==> src/design/crsf_pkg.sv <==
// Shared types and constants for the CRSF frame decoder.
// Used by the CRC unit and the top level; depends on nothing else.
`timescale 1ns / 1ps

package crsf_pkg;

    localparam logic [7:0] SYNC_MAIN = 8'hC8;
    localparam logic [7:0] SYNC_ALT  = 8'hEE;
    localparam logic [7:0] CRC_POLY  = 8'hD5;
    localparam logic [7:0] TYPE_RC   = 8'h16;
    localparam logic [7:0] TYPE_BATT = 8'h08;
    localparam logic [7:0] TYPE_ATT  = 8'h1E;

    localparam int CH_BITS   = 11;
    localparam int NUM_CH    = 16;
    localparam int ACC_BITS  = 18;
    localparam int NBIT_BITS = 5;

    localparam logic [1:0] KIND_CHAN   = 2'd0;
    localparam logic [1:0] KIND_BYTE   = 2'd1;
    localparam logic [1:0] KIND_TYPE   = 2'd2;
    localparam logic [1:0] KIND_DESYNC = 2'd3;

    typedef enum logic [2:0] {
        ST_HUNT,
        ST_GATHER,
        ST_SKIP,
        ST_CRC,
        ST_FAIL,
        ST_NOTE,
        ST_READ,
        ST_LOAD
    } t_state;

    typedef enum logic [1:0] {
        MD_RC,
        MD_BYTES,
        MD_PUT
    } t_mode;

    typedef struct packed {
        logic       clear;
        logic       start;
        logic [7:0] data;
    } t_crc_ctrl;

endpackage

==> src/design/crsf_crc_unit.sv <==
// Bit-serial CRC-8 (polynomial 0xD5) unit holding the running checksum.
// Each byte is XORed in on start and then shifted through bit by bit. Depends on crsf_pkg.
`timescale 1ns / 1ps

module crsf_crc_unit (
    input  logic                i_clk,
    input  logic                i_rst_n,
    input  crsf_pkg::t_crc_ctrl i_ctrl,
    output logic                o_busy,
    output logic [7:0]          o_crc
);

    logic [7:0] r_crc;
    logic [7:0] n_crc;
    logic [3:0] r_cnt;
    logic [3:0] n_cnt;

    always_comb begin
        n_crc = r_crc;
        n_cnt = r_cnt;
        if (i_ctrl.clear) begin
            n_crc = 8'd0;
            n_cnt = 4'd0;
        end else if (i_ctrl.start) begin
            n_crc = r_crc ^ i_ctrl.data;
            n_cnt = 4'd8;
        end else if (r_cnt != 4'd0) begin
            n_crc = r_crc[7] ? ({r_crc[6:0], 1'b0} ^ crsf_pkg::CRC_POLY)
                             : {r_crc[6:0], 1'b0};
            n_cnt = r_cnt - 4'd1;
        end
    end

    always_ff @(posedge i_clk) begin
        if (!i_rst_n) begin
            r_crc <= 8'd0;
            r_cnt <= 4'd0;
        end else begin
            r_crc <= n_crc;
            r_cnt <= n_cnt;
        end
    end

    assign o_busy = (r_cnt != 4'd0);
    assign o_crc  = r_crc;

endmodule

==> src/design/crsf_frame_store.sv <==
// Payload byte memory with one write port and one registered read port.
// Depends on nothing else.
`timescale 1ns / 1ps

module crsf_frame_store #(
    parameter int DEPTH = 64,
    parameter int AW    = 6
) (
    input  logic          i_clk,
    input  logic          i_we,
    input  logic [AW-1:0] i_waddr,
    input  logic [7:0]    i_wdata,
    input  logic [AW-1:0] i_raddr,
    output logic [7:0]    o_rdata
);

    logic [7:0] r_mem [DEPTH];
    logic [7:0] r_rdata;

    always_ff @(posedge i_clk) begin
        if (i_we) begin
            r_mem[i_waddr] <= i_wdata;
        end
        r_rdata <= r_mem[i_raddr];
    end

    assign o_rdata = r_rdata;

endmodule

==> src/design/crsf_frame_decoder_unit.sv <==
// Each accepted beat on the receive side is one byte; the decoder hunts for a sync byte
// (0xC8 or 0xEE), gathers the frame, checks CRC-8 over type and payload, and sends RC
// channels, payload bytes, a type notice or a desync beat. Sync hunting and skipping take
// one cycle per byte. Each type or payload byte then stalls the input while the bit-serial
// CRC unit folds it in. Payload frames send each beat after a memory read and then an
// output load; RC frames make 22 reads and send 16 channel beats through one shift
// accumulator. Output stalls hold back each result beat.
// Depends on crsf_pkg, crsf_crc_unit and crsf_frame_store.
`timescale 1ns / 1ps

module crsf_frame_decoder_unit #(
    parameter int MAX_FRAME_BYTES = 64
) (
    input  logic        i_clk,
    input  logic        i_rst_n,
    input  logic        i_rx_valid,
    output logic        o_rx_stall,
    input  logic [7:0]  i_rx_byte,
    output logic        o_res_valid,
    input  logic        i_res_stall,
    output logic [1:0]  o_kind,
    output logic [7:0]  o_frame_type,
    output logic [5:0]  o_item_index,
    output logic [10:0] o_item_value,
    output logic        o_last
);

    localparam int AW = $clog2(MAX_FRAME_BYTES);

    crsf_pkg::t_state r_state;
    crsf_pkg::t_state n_state;
    crsf_pkg::t_mode  r_mode;
    crsf_pkg::t_mode  n_mode;

    logic [AW-1:0] r_pos;
    logic [AW-1:0] n_pos;
    logic [7:0]    r_len;
    logic [7:0]    n_len;
    logic [7:0]    r_type;
    logic [7:0]    n_type;
    logic [7:0]    r_idx;
    logic [7:0]    n_idx;
    logic [3:0]    r_ch;
    logic [3:0]    n_ch;
    logic [crsf_pkg::ACC_BITS-1:0]  r_acc;
    logic [crsf_pkg::ACC_BITS-1:0]  n_acc;
    logic [crsf_pkg::NBIT_BITS-1:0] r_nbits;
    logic [crsf_pkg::NBIT_BITS-1:0] n_nbits;

    logic        r_out_valid;
    logic        n_out_valid;
    logic [1:0]  r_kind;
    logic [1:0]  n_kind;
    logic [7:0]  r_otype;
    logic [7:0]  n_otype;
    logic [5:0]  r_oidx;
    logic [5:0]  n_oidx;
    logic [10:0] r_oval;
    logic [10:0] n_oval;
    logic        r_olast;
    logic        n_olast;

    crsf_pkg::t_crc_ctrl w_crc_ctrl;
    logic                w_crc_busy;
    logic [7:0]          w_crc;
    logic                w_we;
    logic [AW-1:0]       w_waddr;
    logic [7:0]          w_rdata;

    logic       w_rx_acc;
    logic       w_out_free;
    logic       w_sync;
    logic [7:0] w_plen;
    logic [7:0] w_byte;
    logic       w_final;
    logic       w_bad_len;

    crsf_crc_unit u_crc (
        .i_clk   (i_clk),
        .i_rst_n (i_rst_n),
        .i_ctrl  (w_crc_ctrl),
        .o_busy  (w_crc_busy),
        .o_crc   (w_crc)
    );

    crsf_frame_store #(
        .DEPTH (MAX_FRAME_BYTES),
        .AW    (AW)
    ) u_store (
        .i_clk   (i_clk),
        .i_we    (w_we),
        .i_waddr (w_waddr),
        .i_wdata (i_rx_byte),
        .i_raddr (r_idx[AW-1:0]),
        .o_rdata (w_rdata)
    );

    assign o_rx_stall = !(r_state == crsf_pkg::ST_HUNT || r_state == crsf_pkg::ST_GATHER ||
                          r_state == crsf_pkg::ST_SKIP);
    assign w_rx_acc   = i_rx_valid && !o_rx_stall;
    assign w_out_free = !r_out_valid || !i_res_stall;
    assign w_sync     = (i_rx_byte == crsf_pkg::SYNC_MAIN) || (i_rx_byte == crsf_pkg::SYNC_ALT);
    assign w_plen     = r_len - 8'd2;
    assign w_byte     = (r_idx < w_plen) ? w_rdata : 8'd0;
    assign w_final    = (9'(r_pos) == ({1'b0, r_len} + 9'd1));
    assign w_bad_len  = (i_rx_byte < 8'd2) || ({1'b0, i_rx_byte} > 9'(MAX_FRAME_BYTES - 2));
    assign w_waddr    = r_pos - AW'(3);

    always_comb begin
        n_state     = r_state;
        n_mode      = r_mode;
        n_pos       = r_pos;
        n_len       = r_len;
        n_type      = r_type;
        n_idx       = r_idx;
        n_ch        = r_ch;
        n_acc       = r_acc;
        n_nbits     = r_nbits;
        n_out_valid = r_out_valid && i_res_stall;
        n_kind      = r_kind;
        n_otype     = r_otype;
        n_oidx      = r_oidx;
        n_oval      = r_oval;
        n_olast     = r_olast;
        w_crc_ctrl  = '{clear: 1'b0, start: 1'b0, data: i_rx_byte};
        w_we        = 1'b0;

        case (r_state)
            crsf_pkg::ST_HUNT: begin
                if (w_rx_acc && w_sync) begin
                    w_crc_ctrl.clear = 1'b1;
                    n_pos   = AW'(1);
                    n_state = crsf_pkg::ST_GATHER;
                end
            end
            crsf_pkg::ST_SKIP: begin
                if (w_rx_acc && w_sync) begin
                    n_state = crsf_pkg::ST_HUNT;
                end
            end
            crsf_pkg::ST_GATHER: begin
                if (w_rx_acc) begin
                    n_pos = r_pos + AW'(1);
                    if (r_pos == AW'(1)) begin
                        n_len = i_rx_byte;
                        if (w_bad_len) begin
                            n_state = crsf_pkg::ST_FAIL;
                        end
                    end else if (r_pos == AW'(2)) begin
                        n_type           = i_rx_byte;
                        w_crc_ctrl.start = 1'b1;
                        n_state          = crsf_pkg::ST_CRC;
                    end else if (w_final) begin
                        n_idx   = 8'd0;
                        n_ch    = 4'd0;
                        n_acc   = '0;
                        n_nbits = '0;
                        if (w_crc != i_rx_byte) begin
                            n_state = crsf_pkg::ST_FAIL;
                        end else if (r_type == crsf_pkg::TYPE_RC) begin
                            n_mode  = crsf_pkg::MD_RC;
                            n_state = crsf_pkg::ST_READ;
                        end else if (r_type == crsf_pkg::TYPE_BATT ||
                                     r_type == crsf_pkg::TYPE_ATT || w_plen == 8'd0) begin
                            n_state = crsf_pkg::ST_NOTE;
                        end else begin
                            n_mode  = crsf_pkg::MD_BYTES;
                            n_state = crsf_pkg::ST_READ;
                        end
                    end else begin
                        w_we             = 1'b1;
                        w_crc_ctrl.start = 1'b1;
                        n_state          = crsf_pkg::ST_CRC;
                    end
                end
            end
            crsf_pkg::ST_CRC: begin
                if (!w_crc_busy) begin
                    n_state = crsf_pkg::ST_GATHER;
                end
            end
            crsf_pkg::ST_FAIL: begin
                if (w_out_free) begin
                    n_out_valid = 1'b1;
                    n_kind      = crsf_pkg::KIND_DESYNC;
                    n_otype     = 8'd0;
                    n_oidx      = 6'd0;
                    n_oval      = 11'd0;
                    n_olast     = 1'b1;
                    n_state     = crsf_pkg::ST_SKIP;
                end
            end
            crsf_pkg::ST_NOTE: begin
                if (w_out_free) begin
                    n_out_valid = 1'b1;
                    n_kind      = crsf_pkg::KIND_TYPE;
                    n_otype     = r_type;
                    n_oidx      = 6'd0;
                    n_oval      = 11'd0;
                    n_olast     = 1'b1;
                    n_state     = crsf_pkg::ST_HUNT;
                end
            end
            crsf_pkg::ST_READ: begin
                n_state = crsf_pkg::ST_LOAD;
            end
            crsf_pkg::ST_LOAD: begin
                case (r_mode)
                    crsf_pkg::MD_BYTES: begin
                        if (w_out_free) begin
                            n_out_valid = 1'b1;
                            n_kind      = crsf_pkg::KIND_BYTE;
                            n_otype     = r_type;
                            n_oidx      = r_idx[5:0];
                            n_oval      = {3'd0, w_byte};
                            n_olast     = ((r_idx + 8'd1) == w_plen);
                            n_idx       = r_idx + 8'd1;
                            n_state     = ((r_idx + 8'd1) == w_plen) ? crsf_pkg::ST_HUNT
                                                                     : crsf_pkg::ST_READ;
                        end
                    end
                    crsf_pkg::MD_RC: begin
                        n_acc   = r_acc | (crsf_pkg::ACC_BITS'(w_byte) << r_nbits);
                        n_nbits = r_nbits + crsf_pkg::NBIT_BITS'(8);
                        n_idx   = r_idx + 8'd1;
                        n_mode  = crsf_pkg::MD_PUT;
                    end
                    crsf_pkg::MD_PUT: begin
                        if (r_nbits < crsf_pkg::NBIT_BITS'(crsf_pkg::CH_BITS)) begin
                            n_mode  = crsf_pkg::MD_RC;
                            n_state = crsf_pkg::ST_READ;
                        end else if (w_out_free) begin
                            n_out_valid = 1'b1;
                            n_kind      = crsf_pkg::KIND_CHAN;
                            n_otype     = r_type;
                            n_oidx      = {2'd0, r_ch};
                            n_oval      = r_acc[crsf_pkg::CH_BITS-1:0];
                            n_olast     = (r_ch == 4'(crsf_pkg::NUM_CH - 1));
                            n_acc       = r_acc >> crsf_pkg::CH_BITS;
                            n_nbits     = r_nbits - crsf_pkg::NBIT_BITS'(crsf_pkg::CH_BITS);
                            n_ch        = r_ch + 4'd1;
                            if (r_ch == 4'(crsf_pkg::NUM_CH - 1)) begin
                                n_state = crsf_pkg::ST_HUNT;
                            end
                        end
                    end
                    default: begin
                        n_state = crsf_pkg::ST_HUNT;
                    end
                endcase
            end
            default: begin
                n_state = crsf_pkg::ST_HUNT;
            end
        endcase
    end

    always_ff @(posedge i_clk) begin
        if (!i_rst_n) begin
            r_state     <= crsf_pkg::ST_HUNT;
            r_mode      <= crsf_pkg::MD_RC;
            r_pos       <= '0;
            r_idx       <= 8'd0;
            r_ch        <= 4'd0;
            r_nbits     <= '0;
            r_out_valid <= 1'b0;
        end else begin
            r_state     <= n_state;
            r_mode      <= n_mode;
            r_pos       <= n_pos;
            r_idx       <= n_idx;
            r_ch        <= n_ch;
            r_nbits     <= n_nbits;
            r_out_valid <= n_out_valid;
        end
    end

    always_ff @(posedge i_clk) begin
        r_len   <= n_len;
        r_type  <= n_type;
        r_acc   <= n_acc;
        r_kind  <= n_kind;
        r_otype <= n_otype;
        r_oidx  <= n_oidx;
        r_oval  <= n_oval;
        r_olast <= n_olast;
    end

    assign o_res_valid  = r_out_valid;
    assign o_kind       = r_kind;
    assign o_frame_type = r_otype;
    assign o_item_index = r_oidx;
    assign o_item_value = r_oval;
    assign o_last       = r_olast;

    a_desync_last: assert property (@(posedge i_clk) disable iff (!i_rst_n)
        (o_res_valid && o_kind == crsf_pkg::KIND_DESYNC) |-> (o_last && o_frame_type == 8'd0))
        else $error("desync beat must be a lone final beat");

    a_chan_index: assert property (@(posedge i_clk) disable iff (!i_rst_n)
        (o_res_valid && o_kind == crsf_pkg::KIND_CHAN) |->
        (o_item_index < 6'(crsf_pkg::NUM_CH)))
        else $error("channel index out of range");

    a_crc_started: assert property (@(posedge i_clk) disable iff (!i_rst_n)
        (r_state == crsf_pkg::ST_GATHER && n_state == crsf_pkg::ST_CRC) |=> w_crc_busy)
        else $error("CRC unit did not start on a checked byte");

    a_acc_bits: assert property (@(posedge i_clk) disable iff (!i_rst_n)
        r_nbits <= crsf_pkg::NBIT_BITS'(crsf_pkg::ACC_BITS))
        else $error("channel accumulator overfilled");

endmodule

==> config.mk <==
export PLATFORM = sky130hd
export DESIGN_NAME = crsf_frame_decoder_unit
export DESIGN_NICKNAME = d
export VERILOG_FILES = /design/src/design/crsf_pkg.sv /design/src/design/crsf_crc_unit.sv /design/src/design/crsf_frame_store.sv /design/src/design/crsf_frame_decoder_unit.sv
export SDC_FILE = /design/constraint.sdc
export NUM_CORES = 1
export LEC_CHECK = 0
export BUFFER_PORTS_ARGS = -buffer_cell sky130_fd_sc_hd__buf_4
export CAP_MARGIN = 20
export CORE_UTILIZATION = 55
export CTS_BUF_LIST = sky130_fd_sc_hd__clkbuf_2
export CTS_CLUSTER_DIAMETER = 100
export CTS_CLUSTER_SIZE = 12
export DETAILED_ROUTE_END_ITERATION = 8
export GPL_ROUTABILITY_DRIVEN = 0
export HOLD_SLACK_MARGIN = 0.15
export PLACE_DENSITY = 0.78
export SYNTH_ARGS = -nofsm -noshare
export SYNTH_HDL_FRONTEND = slang
export SYNTH_SLANG_ARGS = --single-unit
==> constraint.sdc <==
create_clock -name i_clk -period 4.1 [get_ports i_clk]
set_clock_uncertainty 0.15 [all_clocks]
set_input_delay 0.82 -clock i_clk [delete_from_list [all_inputs] [get_ports i_clk]]
set_output_delay 0.82 -clock i_clk [all_outputs]
set_load 0.02 [all_outputs]
==> results of run 1 <==
[kinds of logic after synthesis]
group | share of synthesized area [%]
buf+inv | 1.81
flops | 69.2
compound gates | 5.07
fa+ha+maj | 0.950
simple gates | 6.05
mux | 15.5
xor+xnor | 1.50
[metrics by stage]
| step | hold slack [ps] | cells |
|---|---|---|
| after global placement | 337 | 2180 |
| after global routing | 343 | 2275 |
| final | 376 | 2275 |
| after CTS | 275 | 2274 |
| after floorplan | 317 | 1536 |
| after detailed placement | 346 | 2180 |
[worst min-delay path by stage]
| stage | startpoint | to | slack (ps) | depth (start not counted) |
|---|---|---|---|---|
| floorplan | u_crc.o_crc[4]$_SDFFE_PP0P_ | u_crc.o_crc[4]$_SDFFE_PP0P_ | 320 | 2 |
| global placement | u_crc.o_crc[4]$_SDFFE_PP0P_ | u_crc.o_crc[4]$_SDFFE_PP0P_ | 340 | 2 |
| detailed placement | u_crc.o_crc[6]$_SDFFE_PP0P_ | u_crc.o_crc[6]$_SDFFE_PP0P_ | 350 | 2 |
| CTS | i_rst_n | r_state[2]$_SDFFE_PN0P_ | 270 | 4 |
| global route | i_rst_n | r_nbits[2]$_SDFFE_PN0P_ | 340 | 3 |
| finish | u_crc.r_cnt[1]$_SDFFE_PP0P_ | u_crc.r_cnt[1]$_SDFFE_PP0P_ | 380 | 2 |
[layout make-up]
cell class                 count  share of cell area (%)
antenna                        1                 0.00884
clock buffer                  82                    1.45
clock inverter                 1                   0.106
inverter                      31                   0.411
multi-input combinational    793                    27.0
sequential                   623                    64.4
tap                          607                    2.68
timing repair buffer         137                    3.95
[worst max-delay path, cell delays in order, from the launching register on]
cell	delay, ps
edfxtp_1	550
ha_1	250
and4_1	270
nor4_1	70
nor3_1	450
a21o_1	330
nand3_1	450
nor2_1	750
[state kept, by name (all words and copies together) (netlist names), 4 cells and up]
signal and cells:
u_store.r_mem 512, u_crc.o_crc 8, r_ch 4, r_pos 6, o_frame_type 8, u_store.o_rdata 8, o_item_index 6, r_type 8
r_idx 8, r_nbits 5, r_acc 18, r_len 8, o_item_value 11, u_crc.r_cnt 4
[cells in the mapped netlist, drive strengths merged (10+ instances only)]
cell type,instances
ha,20
mux4,168
nand4,14
nand3,20
clkbuf,64
nor3,27
xor2,16
a22o,10
and2,12
a31oi,12
mux2i,20
edfxtp,574
nor2,128
dfxtp,49
and3,11
nand2,78
a211oi,12
buf,25
inv,31
a21oi,53
xnor2,29
o21ai,36
[metal layers]
layer | routed length [um] | vias up | GRT usage, %
met5 | 45 | - | 0
li1 | - | 6366 | -
met2 | 28600 | 779 | 39.1
met4 | 1480 | 6 | 7.17
met3 | 5130 | 109 | 4.24
met1 | 24200 | 7619 | 35.9
[power by group]
group | internal, uW | total [uW] | leakage, uW | switching (uW)
clock network | 573 | 2470 | 0.000355 | 1900
logic | 79.2 | 303 | 0.00276 | 224
registers | 6940 | 6950 | 0.00562 | 13.4
[layout by cell type, fill, tap and decap left out, types with 16 or more instances in the layout]
master | Yosys | layout
dfxtp_1 | 49 | 45
edfxtp_1 | 574 | 574
buf_4 | 1 | 121
mux2i_1 | 20 | 20
nor3_1 | 27 | 27
xor2_1 | 16 | 16
o21ai_0 | 31 | 31
inv_1 | 31 | 31
nand2_1 | 77 | 77
xnor2_1 | 29 | 29
mux4_2 | 168 | 168
nor2_1 | 128 | 128
nand3_1 | 20 | 20
ha_1 | 20 | 20
clkbuf_2 | 0 | 82
a21oi_1 | 53 | 53
==> results.cfg, run 1 <==
[finish]
areaGrowthSynthToFinish_pct = 7.48
n_fill_cell = 3325
multiInputGateArea_um2 = 7650
final_core_util_pct = 60.4
final_cell_area_um2 = 28300
drive_gt1_share_pct = 24.1
seq_area_um2 = 18200
nets = 1675

[setup_path]
rr_worst_depth = 7
critPathArrivalTime_ps = 4240
r2r_end = u_store.r_mem[55][6]$_DFFE_PP_
cp-start-kind = flip-flop
cp-startpoint = r_len[2]$_DFFE_PP_
path_max_fanout = 9
critPathCapture = u_store.r_mem[55][6]$_DFFE_PP_
critPathRequiredTime_ps = 4730
rrSetupSlack_ps = 480
endpoint_kind = flip-flop
path_class = reg -> reg
worstReg2RegStart = r_len[2]$_DFFE_PP_

[clock_network]
root_buffer = clkbuf_2
clk-insertion-delay-late_ps = 1160
cts_sinks = 623
tritoncts = done
path_clk_slew_ps = 210
cts_resized = 0
cts_made_buffers = 57
hold_buffers = 11
clockBufferDepth = 3
htree_levels = 2
cts_setup_buffers = 0

[detailed_routing]
first_iter_violations = 2027
drtPass1Iterations = 8
wl_per_cell_um = 26.1
vias_per_cell = 6.54
vias = 14879
drt_wl_total_um = 59500
ant_nets = 0
drcViolationCount = 4

[timing]
fin_crit_sh_pct = 88.3
setup_violations = 0
worst_pin_slew_ps = 1020
hold_viol = 0
min_period_ps = 3620
maxSlewViolCount = 0
fmax_mhz = 276
slew_headroom_pct = 31.7
rsz0062_at_grt = false
setup_ws_ps = 482
setup_tns_ps = 0

[yosys]
yosysTopAreaCellShare_pct = 65.4
synthArstFlopShare_pct = 0
synthFlopType = edfxtp_1
postSynthAreaPerCell_um2 = 17.1
syn_area_um2 = 26300
yosysTopAreaCell = edfxtp_1
seq_area_frac_synth_pct = 69.2
synth_area_leaders = edfxtp_1, mux4_2, dfxtp_1
syn_inst = 1536
ys_warn_count = 0
synth_edf_count = 574
ys_types = 76
synth_seq_cells = 623
syn_nets = 1568

[pwr]
p_leak_uw = 0.00874
power.density_nw_per_um2 = 343
total_power_uw = 9720
peakVddDrop_uv = 260

[global_routing]
grt_max_degree = 67
grtUsageTotal_pct = 24.7
grt_pass1_wl_um = 90700
grt_antenna_before_repair = 4
first_global_vias = 14450
grt-ovfl-total = 0

[placement]
dp_slack_ps = 608
placed_area_um2 = 27800
portBuffers = 41
dpl.hpwl_um = 38300

[die]
core_um2 = 46900
die_area_um2 = 48800
die_w_um = 221
die_h_um = 221
ios = 42
start_util_pct = 56.2
row_count = 79

[run]
maxCapViolCount = 0

[status]
violations = DRC
status = finished, violations left

[min_path]
hold_path_class = reg -> reg
Power figures use the tool's default switching activity.
==> inputs of run 2 (changes only) <==
--- a/config.mk
+++ b/config.mk
@@ -5,7 +5,7 @@
 export SDC_FILE = /design/constraint.sdc
 export NUM_CORES = 1
 export LEC_CHECK = 0
-export BUFFER_PORTS_ARGS = -buffer_cell sky130_fd_sc_hd__buf_4
+export BUFFER_PORTS_ARGS = -buffer_cell sky130_fd_sc_hd__buf_2
 export CAP_MARGIN = 20
 export CORE_UTILIZATION = 55
 export CTS_BUF_LIST = sky130_fd_sc_hd__clkbuf_2
==> run 2 against run 1 <==
The run still ends with DRC left. Via count down 0.32%. Sequential cell count unchanged. Final cell count rose by 0.75%. Design area is 0.12% lower. Non-clock buffer count is 4 higher. First-iteration DRC count down 8.8%. Hold slack worse by 14 ps. Core utilization decreased by 0.075 points. Critical path depth is the same. Die area stayed put. Sequential share of layout area grew 0.080 points. Largest power group unchanged.
==> results.cfg, run 2 (same netlist as run 1, synthesis figures left out) <==
[timing]
rsz0062_at_grt = false
min_period_ps = 3740
fmax_mhz = 267
fin_crit_sh_pct = 91.3
maxSlewViolCount = 0
setup_tns_ps = 0
hold_viol = 0
worst_pin_slew_ps = 1050
slew_headroom_pct = 29.1
setup_violations = 0

[finish]
final_cell_mix = edfxtp_1, mux4_2, nor2_1
drive_gt1_share_pct = 24.7
areaGrowthSynthToFinish_pct = 7.34
multiInputGateArea_um2 = 7650
nets = 1679
max_flop_register = u_store.r_mem
layout_commonest_cell = edfxtp_1
seq_area_um2 = 18200
final_core_util_pct = 60.4
largest_reg_flops = 512
n_fill_cell = 3375

[setup_path]
endpoint_kind = flip-flop
rrSetupSlack_ps = 360
max_stage_delay_ps = 780
crit_buf_inv = 1
path_class = reg -> reg
critPathArrivalTime_ps = 4320
cp-start-kind = flip-flop
path_cells = buf_4, or3b_1, a211oi_2, nand2_1, nor2_1, nand3_1, nor2_1
critPathRequiredTime_ps = 4680
path_common_cell = nor2_1
slowest_stage = nor2_1
path_max_fanout = 16
crit_family = simple AND/OR/NAND/NOR gates

[clock_network]
cts_made_buffers = 57
path_clk_slew_ps = 240
tritoncts = done
cts_resized = 0
cts_sinks = 623
root_buffer = clkbuf_2
htree_levels = 2
clockBufferDepth = 3
cts_setup_buffers = 0
clk-insertion-delay-late_ps = 1190

[detailed_routing]
drtPass1Iterations = 9
drt_wl_total_um = 59600
wl_per_cell_um = 26.0
vias = 14832
drcViolationCount = 8
ant_nets = 0
first_iter_violations = 1848
vias_per_cell = 6.47

[global_routing]
grt_use_met1_pct = 34.2
grt-ovfl-total = 0
grt_antenna_before_repair = 5
grt_use_met3_pct = 6.24
gr-usage-met2_pct = 38.8
grt_pass1_wl_um = 90200
grt_max_degree = 66
first_global_vias = 14607
grt_busiest_layer = met2
grtUsageTotal_pct = 24.8

[status]
status = finished, violations left
violations = DRC

[pwr]
pwr-share-seq_pct = 71.5
power.density_nw_per_um2 = 344
comb_power_share_pct = 3.1
p_leak_uw = 0.00876
clkPwrFrac_pct = 25.4
p_switching_uw = 2130
total_power_uw = 9710
p_int_uw = 7580
switching_share_pct = 22.0
peakVddDrop_uv = 252

[min_path]
hold_path_class = reg -> reg

[die]
ios = 42
die_h_um = 221
row_count = 79
die_area_um2 = 48800
die_w_um = 221
core_um2 = 46900
start_util_pct = 56.2

[placement]
portBuffers = 41
dpl.hpwl_um = 38800

[run]
maxCapViolCount = 0
[run 2: cell count changes in the layout (fill, tap and decap cells not counted), sizes merged]
cell      change
clkbuf        +9
buf           +4
diode         +3
clkinvlp      +2
bufinv        -1
[run 2: cell type report]
type	instances	area share, %
inverter	31	0.412
sequential	623	64.5
tap	607	2.69
clock buffer	91	1.61
timing repair buffer	141	3.70
multi-input combinational	793	27.0
antenna	4	0.0354
clock inverter	2	0.0531
[run 2: repair_timing]
item | in CTS | in global routing
hold endpoints to repair | 125 | 0
hold buffers | 11 | 0
setup endpoints to repair | 0 | 0
[run 2: worst reg2reg max path, cell delays in order, from the launching register on]
cell	delay, ps
dfxtp_1	360
buf_4	180
or3b_1	480
a211oi_2	380
nand2_1	170
nor2_1	250
nand3_1	530
nor2_1	790
[run 2: layer usage]
layer  vias up  part of all wire, %  wire length (um)
met3       121                   10              6040
met5         -                0.037                22
met1      7480                   39             23000
li1       6369                    -                 -
met4         4                  3.2              1930
met2       858                   48             28600
[run 2: power groups by stage]
stage	Clock [uW]	Sequential (uW)	Combinational (uW)
finish	2460	6950	301
global route	2750	6950	329
CTS	2530	6950	298
detailed placement	0	7090	289
global placement	0	7090	276
floorplan	0	7090	135
[run 2: metrics by stage]
| stage | area [um2] | hold WS [ps] | std cells | setup WS, ps |
|---|---|---|---|---|
| after floorplan | 26300 | 317 | 1536 | 914 |
| after global placement | 27700 | 339 | 2184 | 733 |
| after detailed placement | 27700 | 335 | 2184 | 548 |
| after CTS | 28300 | 268 | 2288 | 437 |
| after global routing | 28300 | 317 | 2291 | 175 |
| final | 28300 | 362 | 2292 | 359 |
[run 2: final timing paths]
path                                     from                            end  cells after the start
setup / recovery      r_state[0]$_SDFFE_PN0P_  u_store.r_mem[3][1]$_DFFE_PP_                      7
hold / removal    u_crc.o_crc[4]$_SDFFE_PP0P_    u_crc.o_crc[4]$_SDFFE_PP0P_                      2
setup reg to reg      r_state[0]$_SDFFE_PN0P_  u_store.r_mem[3][1]$_DFFE_PP_                      7
hold reg to reg   u_crc.o_crc[4]$_SDFFE_PP0P_    u_crc.o_crc[4]$_SDFFE_PP0P_                      2
==> inputs of run 3 (changes only) <==
--- a/config.mk
+++ b/config.mk
@@ -6,7 +6,6 @@
 export NUM_CORES = 1
 export LEC_CHECK = 0
 export BUFFER_PORTS_ARGS = -buffer_cell sky130_fd_sc_hd__buf_2
-export CAP_MARGIN = 20
 export CORE_UTILIZATION = 55
 export CTS_BUF_LIST = sky130_fd_sc_hd__clkbuf_2
 export CTS_CLUSTER_DIAMETER = 100
@@ -17,4 +16,5 @@
 export PLACE_DENSITY = 0.78
 export SYNTH_ARGS = -nofsm -noshare
 export SYNTH_HDL_FRONTEND = slang
+export SYNTH_HIERARCHICAL = 1
 export SYNTH_SLANG_ARGS = --single-unit
==> run 3 against run 2 <==
The run now ends clean. Register-to-register slack improved by 40 ps. Sequential power barely moved. First-iteration DRC count rose by 2.1%. Clock power fell by 4%. Routed wire length rose by 3.2%. Critical path type unchanged. Critical endpoint is now u_store/r_mem[32][5]$_DFFE_PP_.
==> results.cfg, run 3 <==
[setup_path]
cp-start-kind = flip-flop
critPathRequiredTime_ps = 4820
endpoint_kind = flip-flop
path_class = reg -> reg
path_max_fanout = 14
max_stage_delay_ps = 640
slowest_stage = dfxtp_1
crit_family = simple AND/OR/NAND/NOR gates
worstReg2RegStart = r_state[0]$_SDFFE_PN0P_
path_cells = nor3b_2, and2_1, nand2_1, a21oi_1, a21boi_0, buf_4, nand2_1, or3_1, nor2_1, buf_4
cp-startpoint = r_state[0]$_SDFFE_PN0P_
crit_buf_inv = 2
critPathArrivalTime_ps = 4420

[timing]
fin_crit_sh_pct = 90.3
setup_tns_ps = 0
hold_viol = 0
slew_headroom_pct = 26.1
setup_violations = 0
maxSlewViolCount = 0
fmax_mhz = 270
setup_ws_ps = 398
min_period_ps = 3700
worst_pin_slew_ps = 1110
rsz0062_at_grt = false

[finish]
drive_gt1_share_pct = 21.3
largest_reg_flops = 512
final_cell_mix = edfxtp_1, nor2_1, mux4_2
max_flop_register = u_store/r_mem
nets = 1827
final_core_util_pct = 59.5
layout_commonest_cell = edfxtp_1
areaGrowthSynthToFinish_pct = 6.79
n_fill_cell = 3467

[yosys]
synth_edf_count = 574
syn_area_um2 = 26600
syn_inst = 1681
ys_types = 84
synth_seq_cells = 623
synth_area_leaders = edfxtp_1, mux4_2, dfxtp_1
seq_area_frac_synth_pct = 68.4
synthFlopType = edfxtp_1
ys_warn_count = 6
yosysTopAreaCellShare_pct = 64.8
synthArstFlopShare_pct = 0
syn_nets = 1713
synth_most_common_cell = edfxtp_1
postSynthAreaPerCell_um2 = 15.8
yosys-top-cells-count = edfxtp_1, nor2_1, mux4_2
yosysTopAreaCell = edfxtp_1

[global_routing]
first_global_vias = 15553
grt-ovfl-total = 0
grtUsageTotal_pct = 25.3
grt_pass1_wl_um = 93600
grt_max_degree = 69
grt_antenna_before_repair = 4

[die]
die_w_um = 222
die_area_um2 = 49300
die_h_um = 222
core_um2 = 47700
ios = 42
start_util_pct = 55.7
row_count = 80

[detailed_routing]
vias_per_cell = 6.51
routed.top_layer = met5
wl_met3_um = 6190
drcViolationCount = 0
wl_per_cell_um = 25.3
drt_wl_total_um = 61500
vias = 15834
drtPass1Iterations = 7
first_iter_violations = 1887
ant_nets = 0
drt-met1-wl_um = 24200
dr_wl_met2_um = 28900

[placement]
portBuffers = 41
dpl.hpwl_um = 40600
dp_slack_ps = 404

[run]
maxCapViolCount = 0

[clock_network]
path_clk_slew_ps = 240
cts_setup_buffers = 0
htree_levels = 2
cts_sinks = 623
cts_resized = 0
cts_made_buffers = 57
hold_buffers = 10
clk-insertion-delay-late_ps = 1110
tritoncts = done
clockBufferDepth = 3
root_buffer = clkbuf_2

[status]
status = finished, final reports clean

[pwr]
peakVddDrop_uv = 264
power.density_nw_per_um2 = 338
p_leak_uw = 0.00899

[min_path]
hold_path_class = reg -> reg
holdCritStartpoint = r_idx[7]$_SDFFE_PN0P_
-- run 3: changes by cell type in the layout (fill, tap and decap cells not counted), sizes merged, moves of 15 or more --
cell	change
nand2	+26
mux4	-44
o22ai	+22
mux2i	+19
nand3	+33
buf	+15
nor2b	+17
-- run 3: worst paths after layout --
| path | end | depth (start not counted) | slack [ps] |
|---|---|---|---|
| worst max-delay path | u_store/r_mem[32][5]$_DFFE_PP_ | 10 | 400 |
| worst max register to register | u_store/r_mem[32][5]$_DFFE_PP_ | 10 | 400 |
| worst min-delay path | r_idx[7]$_SDFFE_PN0P_ | 2 | 340 |
| worst min register to register | r_idx[7]$_SDFFE_PN0P_ | 2 | 340 |
-- run 3: layout make-up --
class                           instances  area (um2)  share of cell area [%]
Antenna cell                            1        2.50                 0.00880
Sequential cell                       623       18200                    64.1
Tap cell                              615         769                    2.71
Clock inverter                          2        12.5                  0.0440
Timing Repair Buffer                  155        1120                    3.95
Multi-Input combinational cell        928        7780                    27.4
Clock buffer                           80         400                    1.41
Inverter                               30         113                   0.396
-- run 3: per-layer routing --
metal / GRT usage [%] / up-vias
li1: - / 6846
met1: 35.1 / 7902
met2: 39.9 / 934
met3: 5.05 / 148
met4: 9.81 / 4
met5: 0 / -
-- run 3: logic make-up (layout without fill, tap and decap cells) --
group | count (synthesis) | after routing | share of synthesized area [%]
other | 0 | 1 | 0
AO/OA/AOI/OAI | 253 | 253 | 6.47
XOR/XNOR | 44 | 44 | 1.45
multiplexers | 169 | 169 | 12.2
adder cells (fa/ha/maj) | 21 | 21 | 0.983
buffers and inverters | 130 | 267 | 2.34
AND/OR/NAND/NOR | 441 | 441 | 8.10
flip-flops | 623 | 623 | 68.4
-- run 3: report_power, final --
| part | leakage (uW) | internal [uW] | total [uW] | switching [uW] |
|---|---|---|---|---|
| Sequential | 0.00560 | 6930 | 6950 | 17.6 |
| Combinational | 0.00305 | 84.8 | 296 | 211 |
| Clock | 0.000341 | 505 | 2350 | 1840 |
-- run 3: metrics by stage --
| stage | power [uW] | hold WS, ps | std cells | area (um2) |
|---|---|---|---|---|
| floorplan | 7230 | 285 | 1681 | 26600 |
| global placement | 7370 | 295 | 2341 | 27900 |
| detailed placement | 7380 | 307 | 2341 | 27900 |
| CTS | 9680 | 249 | 2433 | 28400 |
| global route | 9910 | 357 | 2434 | 28400 |
| finish | 9600 | 336 | 2434 | 28400 |
-- run 3: tightest hold or removal path: stages, from the launching register on --
cell and delay [ps]:
dfxtp_1 370, nand2_1 50, mux2i_1 50
